===== src/rtl/core/shp_pkg.sv =====
// Shared types and constants of the 3x3 line-buffered sharpen filter.
`timescale 1ns / 1ps
`default_nettype none

package shp_pkg;

	// Input opcodes
	localparam logic OP_PIXEL = 1'b0;
	localparam logic OP_DRAIN = 1'b1;

	// Configuration register indexes
	localparam int CFG_IDX_W = 2;
	localparam int CFG_DATA_W = 12;
	localparam logic [CFG_IDX_W-1:0] REG_AMOUNT = 2'd0;
	localparam logic [CFG_IDX_W-1:0] REG_FRAME_WIDTH = 2'd1;
	localparam logic [CFG_IDX_W-1:0] REG_FRAME_HEIGHT = 2'd2;

	// Configuration reset values
	localparam logic [7:0] AMOUNT_RST = 8'd16;
	localparam logic [11:0] FRAME_WIDTH_RST = 12'd1920;
	localparam logic [11:0] FRAME_HEIGHT_RST = 12'd1080;

	// Depth of the command queue between front and back
	localparam int QUEUE_DEPTH = 4;

	typedef struct packed {
		logic [7:0] alpha;
		logic [7:0] blue;
		logic [7:0] green;
		logic [7:0] red;
	} pix_t;

	typedef struct packed {
		logic       opcode;
		logic [7:0] in_red;
		logic [7:0] in_green;
		logic [7:0] in_blue;
		logic [7:0] in_alpha;
	} shp_in_t;

	typedef struct packed {
		logic [7:0] out_red;
		logic [7:0] out_green;
		logic [7:0] out_blue;
		logic [7:0] out_alpha;
		logic       frame_end;
		logic       last_of_item;
	} shp_out_t;

	typedef struct packed {
		logic [7:0]  amount;
		logic [11:0] frame_width;
		logic [11:0] frame_height;
	} cfg_t;

	typedef enum logic {
		CMD_PIXEL,
		CMD_DRAIN
	} cmd_kind_t;

	// Per-item control decided by the front
	typedef struct packed {
		cmd_kind_t kind;
		logic      first;   // column zero: reload the window
		logic      emit_a;  // result after the window update
		logic      last_a;
		logic      fe_a;
		logic      emit_b;  // second result after an extra shift (row end)
		logic      one_row; // frame of a single row
	} cmd_flags_t;

	// Queue entry: flags plus the new right-hand window column
	typedef struct packed {
		cmd_flags_t flags;
		pix_t       top;
		pix_t       mid;
		pix_t       bot;
	} shp_cmd_t;

	typedef struct packed {
		logic full;
		logic empty;
	} queue_stat_t;

endpackage

`default_nettype wire


===== src/rtl/core/shp_back.sv =====
// Back end: 3x3 window, sharpen arithmetic per channel and the output register.
`timescale 1ns / 1ps
`default_nettype none

module shp_back (
	input  wire logic                  clk,
	input  wire logic                  arst_n,
	input  wire shp_pkg::cfg_t         cfg,
	input  wire shp_pkg::queue_stat_t  q_stat,
	input  wire shp_pkg::shp_cmd_t     q_head,
	output logic                       q_pop,
	output logic                       out_valid,
	input  wire logic                  out_ready,
	output shp_pkg::shp_out_t          out_data
);
	import shp_pkg::*;

	localparam int ACC_W = 22;

	function automatic logic [7:0] clamp8(input logic signed [ACC_W-1:0] a);
		if (a[ACC_W-1]) begin
			return 8'd0;
		end else if (a[ACC_W-2:16] != '0) begin
			return 8'd255;
		end else begin
			return a[15:8];
		end
	endfunction

	logic adv;

	// Window rows top, middle, bottom; columns left, centre, right
	pix_t win_q [9];
	pix_t win_d [9];
	pix_t nv [3];
	pix_t lv [3];
	pix_t lat_top_q;
	pix_t lat_mid_q;
	logic pend_q;
	logic emit_d;
	logic last_d;
	logic fe_d;

	logic v_s1;
	logic last_s1;
	logic fe_s1;

	logic [7:0]        wch [9][3];
	logic [10:0]       nsum [3];
	logic signed [12:0] diff [3];

	logic               v_s2;
	logic               last_s2;
	logic               fe_s2;
	logic [7:0]         alpha_s2;
	logic [7:0]         cen_s2 [3];
	logic signed [12:0] diff_s2 [3];

	logic signed [ACC_W-1:0] prod [3];
	logic                    v_s3;
	logic                    last_s3;
	logic                    fe_s3;
	logic [7:0]              alpha_s3;
	logic signed [ACC_W-1:0] acc_s3 [3];

	logic     v_s4;
	shp_out_t out_s4;

	assign adv   = !v_s4 || out_ready;
	assign q_pop = adv && !pend_q && !q_stat.empty;

	assign nv[0] = q_head.top;
	assign nv[1] = q_head.mid;
	assign nv[2] = q_head.bot;
	assign lv[0] = lat_top_q;
	assign lv[1] = lat_mid_q;
	assign lv[2] = lat_mid_q;

	// Shift or reload the window for the next result
	always_comb begin
		win_d  = win_q;
		emit_d = 1'b0;
		last_d = 1'b0;
		fe_d   = 1'b0;
		if (pend_q) begin
			for (int j = 0; j < 3; j++) begin
				win_d[3*j]   = win_q[3*j+1];
				win_d[3*j+1] = win_q[3*j+2];
			end
			emit_d = 1'b1;
			last_d = 1'b1;
		end else if (!q_stat.empty) begin
			for (int j = 0; j < 3; j++) begin
				if (q_head.flags.first) begin
					win_d[3*j]   = (q_head.flags.kind == CMD_DRAIN) ? lv[j] : nv[j];
					win_d[3*j+1] = (q_head.flags.kind == CMD_DRAIN) ? lv[j] : nv[j];
				end else begin
					win_d[3*j]   = win_q[3*j+1];
					win_d[3*j+1] = win_q[3*j+2];
				end
				win_d[3*j+2] = nv[j];
			end
			emit_d = q_head.flags.emit_a;
			last_d = q_head.flags.last_a;
			fe_d   = q_head.flags.fe_a;
		end
	end

	// Window stage control
	always_ff @(posedge clk or negedge arst_n) begin
		if (!arst_n) begin
			pend_q <= 1'b0;
			v_s1   <= 1'b0;
		end else if (adv) begin
			pend_q <= q_pop && q_head.flags.emit_b;
			v_s1   <= emit_d;
		end
	end

	// Window payload; keep column zero of each row for the drain of the last row
	always_ff @(posedge clk) begin
		if (adv) begin
			win_q   <= win_d;
			last_s1 <= last_d;
			fe_s1   <= fe_d;
		end
		if (q_pop && q_head.flags.kind == CMD_PIXEL && q_head.flags.first) begin
			lat_top_q <= q_head.flags.one_row ? q_head.bot : q_head.mid;
			lat_mid_q <= q_head.bot;
		end
	end

	// Split window into channels
	always_comb begin
		for (int k = 0; k < 9; k++) begin
			wch[k][0] = win_q[k].red;
			wch[k][1] = win_q[k].green;
			wch[k][2] = win_q[k].blue;
		end
	end

	// Neighbour sum and centre excess per channel
	always_comb begin
		for (int ch = 0; ch < 3; ch++) begin
			nsum[ch] = '0;
			for (int k = 0; k < 9; k++) begin
				if (k != 4) begin
					nsum[ch] = 11'(nsum[ch] + 11'(wch[k][ch]));
				end
			end
			diff[ch] = $signed({2'b00, wch[4][ch], 3'b000}) - $signed({2'b00, nsum[ch]});
		end
	end

	// Strength times excess
	always_comb begin
		for (int ch = 0; ch < 3; ch++) begin
			prod[ch] = $signed({1'b0, cfg.amount}) * diff_s2[ch];
		end
	end

	// Arithmetic stage valids
	always_ff @(posedge clk or negedge arst_n) begin
		if (!arst_n) begin
			v_s2 <= 1'b0;
			v_s3 <= 1'b0;
			v_s4 <= 1'b0;
		end else if (adv) begin
			v_s2 <= v_s1;
			v_s3 <= v_s2;
			v_s4 <= v_s3;
		end
	end

	// Arithmetic stage payload: sums, multiply-add, clamp
	always_ff @(posedge clk) begin
		if (adv) begin
			last_s2  <= last_s1;
			fe_s2    <= fe_s1;
			alpha_s2 <= win_q[4].alpha;
			for (int ch = 0; ch < 3; ch++) begin
				cen_s2[ch]  <= wch[4][ch];
				diff_s2[ch] <= diff[ch];
			end

			last_s3  <= last_s2;
			fe_s3    <= fe_s2;
			alpha_s3 <= alpha_s2;
			for (int ch = 0; ch < 3; ch++) begin
				acc_s3[ch] <= $signed({6'b000000, cen_s2[ch], 8'h00})
					+ $signed(ACC_W'(128)) + prod[ch];
			end

			out_s4.out_red      <= clamp8(acc_s3[0]);
			out_s4.out_green    <= clamp8(acc_s3[1]);
			out_s4.out_blue     <= clamp8(acc_s3[2]);
			out_s4.out_alpha    <= alpha_s3;
			out_s4.frame_end    <= fe_s3;
			out_s4.last_of_item <= last_s3;
		end
	end

	assign out_valid = v_s4;
	assign out_data  = out_s4;

endmodule

`default_nettype wire


===== config.mk =====
export PLATFORM = sky130hd
export DESIGN_NAME = shp_back
export DESIGN_NICKNAME = d
export VERILOG_FILES = /design/src/rtl/core/shp_pkg.sv /design/src/rtl/core/shp_back.sv
export SDC_FILE = /design/constraint.sdc
export NUM_CORES = 2
export LEC_CHECK = 0
export ABC_AREA = 1
export BUFFER_PORTS_ARGS = -buffer_cell sky130_fd_sc_hd__buf_4
export CAP_MARGIN = 10
export CORE_ASPECT_RATIO = 1.2
export CORE_MARGIN = 4
export CORE_UTILIZATION = 53
export CTS_BUF_LIST = sky130_fd_sc_hd__clkbuf_2 sky130_fd_sc_hd__clkbuf_4 sky130_fd_sc_hd__clkbuf_8
export CTS_CLUSTER_SIZE = 28
export DETAILED_ROUTE_END_ITERATION = 7
export PLACE_DENSITY = 0.74
export SLEW_MARGIN = 15
export SYNTH_ARGS = -nofsm -noshare
export SYNTH_HDL_FRONTEND = slang
export SYNTH_SLANG_ARGS = --single-unit

===== constraint.sdc =====
create_clock -name clk -period 11.92 [get_ports clk]
set_input_delay 1.192 -clock clk [delete_from_list [all_inputs] [get_ports clk]]
set_output_delay 1.192 -clock clk [all_outputs]
set_load 0.05 [all_outputs]

Word level (Yosys, flattened, before mapping)
Memory sizes are Yosys's and may differ from the RTL's.
Cells that the tools add are included.
Widths: inputs -> output; s select.
{ "totals": {"wordCells": 133, "ff_bits": 381, "ramBits": 129, "n_memories": 3} }
{ "op_classes": {"mul": 3, "add_sub_neg": 30, "eq_ne": 1, "bitwise": 3, "mux": 19, "n_reduce_logical": 15} }
{ "memory_table": {"columns": ["memory", "words", "word_bits", "read_ports", "rd_ports_with_merged_regs", "write_ports", "line", "source"], "rows": [
  ["acc_s3", 3, 22, 3, 0, 3, "shp_back.sv:64", "logic signed [ACC_W-1:0] acc_s3 [3];"],
  ["diff_s2", 3, 13, 3, 0, 3, "shp_back.sv:57", "logic signed [12:0] diff_s2 [3];"],
  ["cen_s2", 3, 8, 3, 0, 3, "shp_back.sv:56", "logic [7:0] cen_s2 [3];"]
]} }
{ "ops": {"columns": ["operator", "count"], "rows": [
  ["$mux 280", 1],
  ["$mux 56", 4],
  ["$add 11x8->11", 12],
  ["$mux 32", 4],
  ["$mux 64", 2],
  ["$add 18x22->22", 3],
  ["$mul 9x13->22", 3],
  ["$add 16x8->17 const B", 3],
  ["$sub 11x11->12", 3],
  ["$add 10x8->11", 3],
  ["$add 9x8->10", 3],
  ["$add 8x8->9", 3],
  ["$mux 8", 3],
  ["$reduce_bool 5->1", 3],
  ["$logic_and 1x1->1", 5],
  ["$mux 1", 5],
  ["$logic_not 1->1", 3],
  ["$not 1->1", 3],
  ["$reduce_and 3->1", 1],
  ["$ne 2x1->1 const B", 1],
  ["$reduce_and 2->1", 1],
  ["$reduce_or 2->1", 1],
  ["$logic_or 1x1->1", 1]
]} }

Logic depth before layout (Yosys ltp)
{ "depth": {"ltp_word": 8, "mapped_depth": 24, "mapped_depth_nobuf": 22} }

Worst setup path before layout
Ideal clock, no wire load.
{ "synth_timing": {"path_type": "input to register", "startpoint": "input port out_ready", "endpoint": "register win_q, in the netlist wch[100] (enable)", "stages": 4, "path_slack_ns": 3.694, "t_arrival_ns": 7.722, "path_cell_list": "nor2_1 -> inv_1 -> nand2_1 -> inv_1"} }
{ "synth_via": {"elab_chain_len": 2} }
{ "synth_lines": {"columns": ["element", "line", "source"], "rows": [
  ["from (decl)", "shp_back.sv:13", "input wire logic out_ready,"],
  ["$logic_or 1x1->1", "shp_back.sv:69", "assign adv = !v_s4 || out_ready;"],
  ["$reduce_and 2->1 (no line)", null, null],
  ["to (signal assigned)", "shp_back.sv:123", "win_q <= win_d;"],
  ["to (decl)", "shp_back.sv:33", "pix_t win_q [9];"]
]} }
Every way passes these cells.
A chain may end at the register's enable or synchronous reset.

==> reports/qor_table.md <==
| Step | Parameter | Reported |
| --- | --- | --- |
| sta | Sum Neg Setup Slack | 0 ps |
| clock tree | Number of buffers inserted by post-CTS setup repair | 0 |
| clock tree | Total clock buffers created by CTS | 72 |
| clock tree | CTS clk-pin slew, worst paths | 60 ps |
| clock tree | Root buffer selected by CTS | clkbuf_8 |
| setup path | Crit-path slowest cell | fa_1 |
| clock tree | Maximum buffer depth of the clock tree | 3 |
| routing | Number of antenna-violating nets in the routed design | 0 |
| yosys | Cells after synthesis | 3552 |
| global routing | Via count of the first global-routing pass | 24463 |
| sta | Final critical-path setup slack | 6282 ps |
| die | Core Rows | 104 |
| sta | Total of endpoints with negative setup slack in the final report | 0 |
| yosys | Synth warn | 0 |
| final layout | Commonest non-fill, non-tap cells in the layout | inv_1, nand2_1, edfxtp_1, fa_1, a21oi_1 |
| setup path | Crit path cell chain | buf_4 > nand2_1 > fa_1 > inv_1 > fa_1 > fa_1 > inv_1 > fa_1 > fa_1 > inv_1 > ha_1 > nand2_1 > inv_1 > a21oi_1 > nor2_1 > nor3_1 > nand2_1 > nand2_1 > nand2_1 |
| placement | Post-placement worst setup slack | 5648 ps |
| placement | RD Place Congestion | 0.8494 |
| die | Chip Width | 244.9 um |
| placement | Number of buffers inserted by port buffering | 142 |
| yosys | Count of distinct cell types in the synthesized netlist | 39 |
| sta | Hold Vio Cnt, Final | 0 |
| clock tree | Number of hold buffers added after CTS | 0 |
| routing | Final wirelength | 73060 um |
| final layout | Footprint of the multi-input gates | 18110 sq um |
| routing | Number of remaining DRC errors | 0 |
| global routing | Grt ovf | 0 |
| setup path | Maximum cell stage delay along the critical path | 700 ps |
| setup path | Worst EP arrival | 6040 ps |
| global routing | Met3 Usage GRT | 3.314% |
| yosys | Sequential-to-total area share from yosys stat | 37.86% |
| global routing | Most Crowded Layer GR | met2 |
| global routing | Number of antenna violations at the first check in global routing | 1 |
| die | Vert. Die Dim | 292.3 um |
| setup path | Critical path launch point type | input pin |
| final layout | Register area | 13520 sq um |
| run | Number of violations of the max-capacitance limit | 0 |
| routing | Via density | 5.126 |
| global routing | GRT met1 Usage | 28.86% |
| setup path | Worst setup path class | input pin to flip-flop |
| final layout | Leading cell type in the layout, fill and taps excluded | inv_1 |
| sta | Fin. max-slew vios | 0 |
| die | Area of the core region | 66880 sq um |
| die | Area enclosed by the die boundary | 71600 sq um |
| die | Ports | 176 |
| placement | Detailed placement HPWL | 53400 um |
| global routing | Total routing resource utilization after global routing | 20.85% |
| clock tree | Post-CTS Resized | 0 |
| die | Initial Utilization | 53.38% |
| setup path | Worst-path maximum fanout | 33 |
| placement | Placement-stage cell area | 37380 sq um |
| setup path | Critical path endpoint category | flip-flop |
| hold path | Worst hold path class | input pin to async pin |
| routing | Wire per inst | 15.89 um |
| global routing | Wire length of the first global-routing pass | 121900 um |
| setup path | Data required time of the worst path | 12320 ps |
| final layout | Final net count | 4392 |
| outcome | Status | complete, no violations |
| yosys | Post-synthesis instance area | 35700 sq um |
| global routing | Met2 capacity usage during global routing | 34.87% |
| final layout | Area of all placed cells without fillers | 38860 sq um |
| setup path | Buf+Inv Stages, Crit Path | 5 |
| clock tree | Number of sinks handled by clock tree synthesis | 451 |
| sta | Rel. slew slack | 32.50% |
| clock tree | Clock tree from TritonCTS | yes |
| routing | DR iter-0 viols | 1656 |
| sta | Portion of the clock cycle consumed by the worst path in the final layout | 47.30% |
| clock tree | Clock latency at the later pin of the worst-skew pair | 660 ps |
| final layout | Growth of design area from synthesis to finish | 8.856% |
| final layout | Number of fill cells in the layout | 5654 |
| routing | Via count | 23573 |
| yosys | Register bit count reported by yosys | 451 |
| sta | Final clock skew | 32.59 ps |
| setup path | Largest delay share family, worst path | adder cells |
| sta | Post-layout min period | 5638 ps |
| routing | Detailed-routing iteration count for the pre-antenna-repair pass | 6 |
| final layout | Fraction of layout instances using a drive strength above 1 | 9.819% |
| final layout | Utilization after layout | 58.11% |
| yosys | Mean instance size in the synthesized netlist | 10.05 sq um |
| sta | Worst Max-Slew Pin Slew | 1013 ps |
| clock tree | Number of levels the H-tree was split into | 3 |
| sta | Unrepaired setup endpoints after global routing | false |
| yosys | Syn_nets | 4304 |
| sta | Fmax | 0.1774 GHz |
| global routing | Largest net degree at the start of global routing | 86 |
-- routing by layer --
layer	share of wire [%]	vias to the layer above
met2	49	700
met5	0	-
met1	43	11462
met4	1.9	0
li1	-	11297
met3	6.2	114
-- cell usage after synthesis (all sizes together) --
master,instances,area share (%)
inv,921,9.7
nand2,625,6.6
edfxtp,446,38
fa,423,24
a21oi,233,3.3
ha,189,6.6
o21ai,170,2.6
clkbuf,104,1.2
o22ai,100,2.6
nor2,70,0.75
nand3,63,0.88
xor2,45,1.1
buf,36,0.63
xnor2,27,0.66
nor3,25,0.35
a21o,10,0.21
a31oi,9,0.16
nand4,9,0.16
o21bai,9,0.19
mux2i,8,0.22
o31ai,8,0.17
dfrtp,5,0.35
o211ai,4,0.084
nand3b,3,0.063
nor3b,3,0.11
a21boi,2,0.042
nor4,2,0.035
o21a,2,0.042
or2,1,0.018
-- cell families after synthesis --
family	synth area share, %
XOR/XNOR	1.766
flip-flops	37.86
AO/OA/AOI/OAI	9.357
multiplexers	0.2243
AND/OR/NAND/NOR	8.982
adder cells (fa/ha/maj)	30.34
buffers and inverters	11.47
-- area by class of cell --
class,count,share of cell area [%]
clock buffer,98,3.100
inverter,921,8.934
timing repair buffer,154,2.975
multi-input combinational,2040,46.59
sequential,451,34.79
clock inverter,33,0.7050
antenna,1,0.006439
tap,901,2.901
-- final timing paths --
kind	from	end	slack (ps)	cells after the start
max	cfg[24]	acc_s3[0][65]	6280	19
min	arst_n	v_s2	330	1
max reg2reg	diff_s2[0][37]	acc_s3[0][65]	6830	18
min reg2reg	win_q[154]	alpha_s2[2]	420	0
max in group asynchronous	arst_n	pend_q	11470	1
min in group clk	win_q[154]	alpha_s2[2]	420	0
-- sequential cells by signal, indices dropped and copies added, names as in the netlist, 8 cells and up --
| register | cells |
|---|---|
| diff_s2 | 36 |
| win_q | 16 |
| alpha_s2 | 8 |
| wch | 216 |
| lat_top_q | 24 |
| out_data | 34 |
| alpha_s3 | 8 |
| lat_mid_q | 32 |
| acc_s3 | 42 |
| cen_s2 | 24 |
-- through the flow --
step,cells,hold slack (ps)
after global placement,4467,400.5
after detailed placement,4467,404.5
after floorplan,3552,400.3
after global routing,4599,277.8
after CTS,4598,268.7
final,4599,328.0
Power is left out: the tool's default activity adds up to more than one toggle a clock period on the data nets, which glitch-free logic cannot reach.
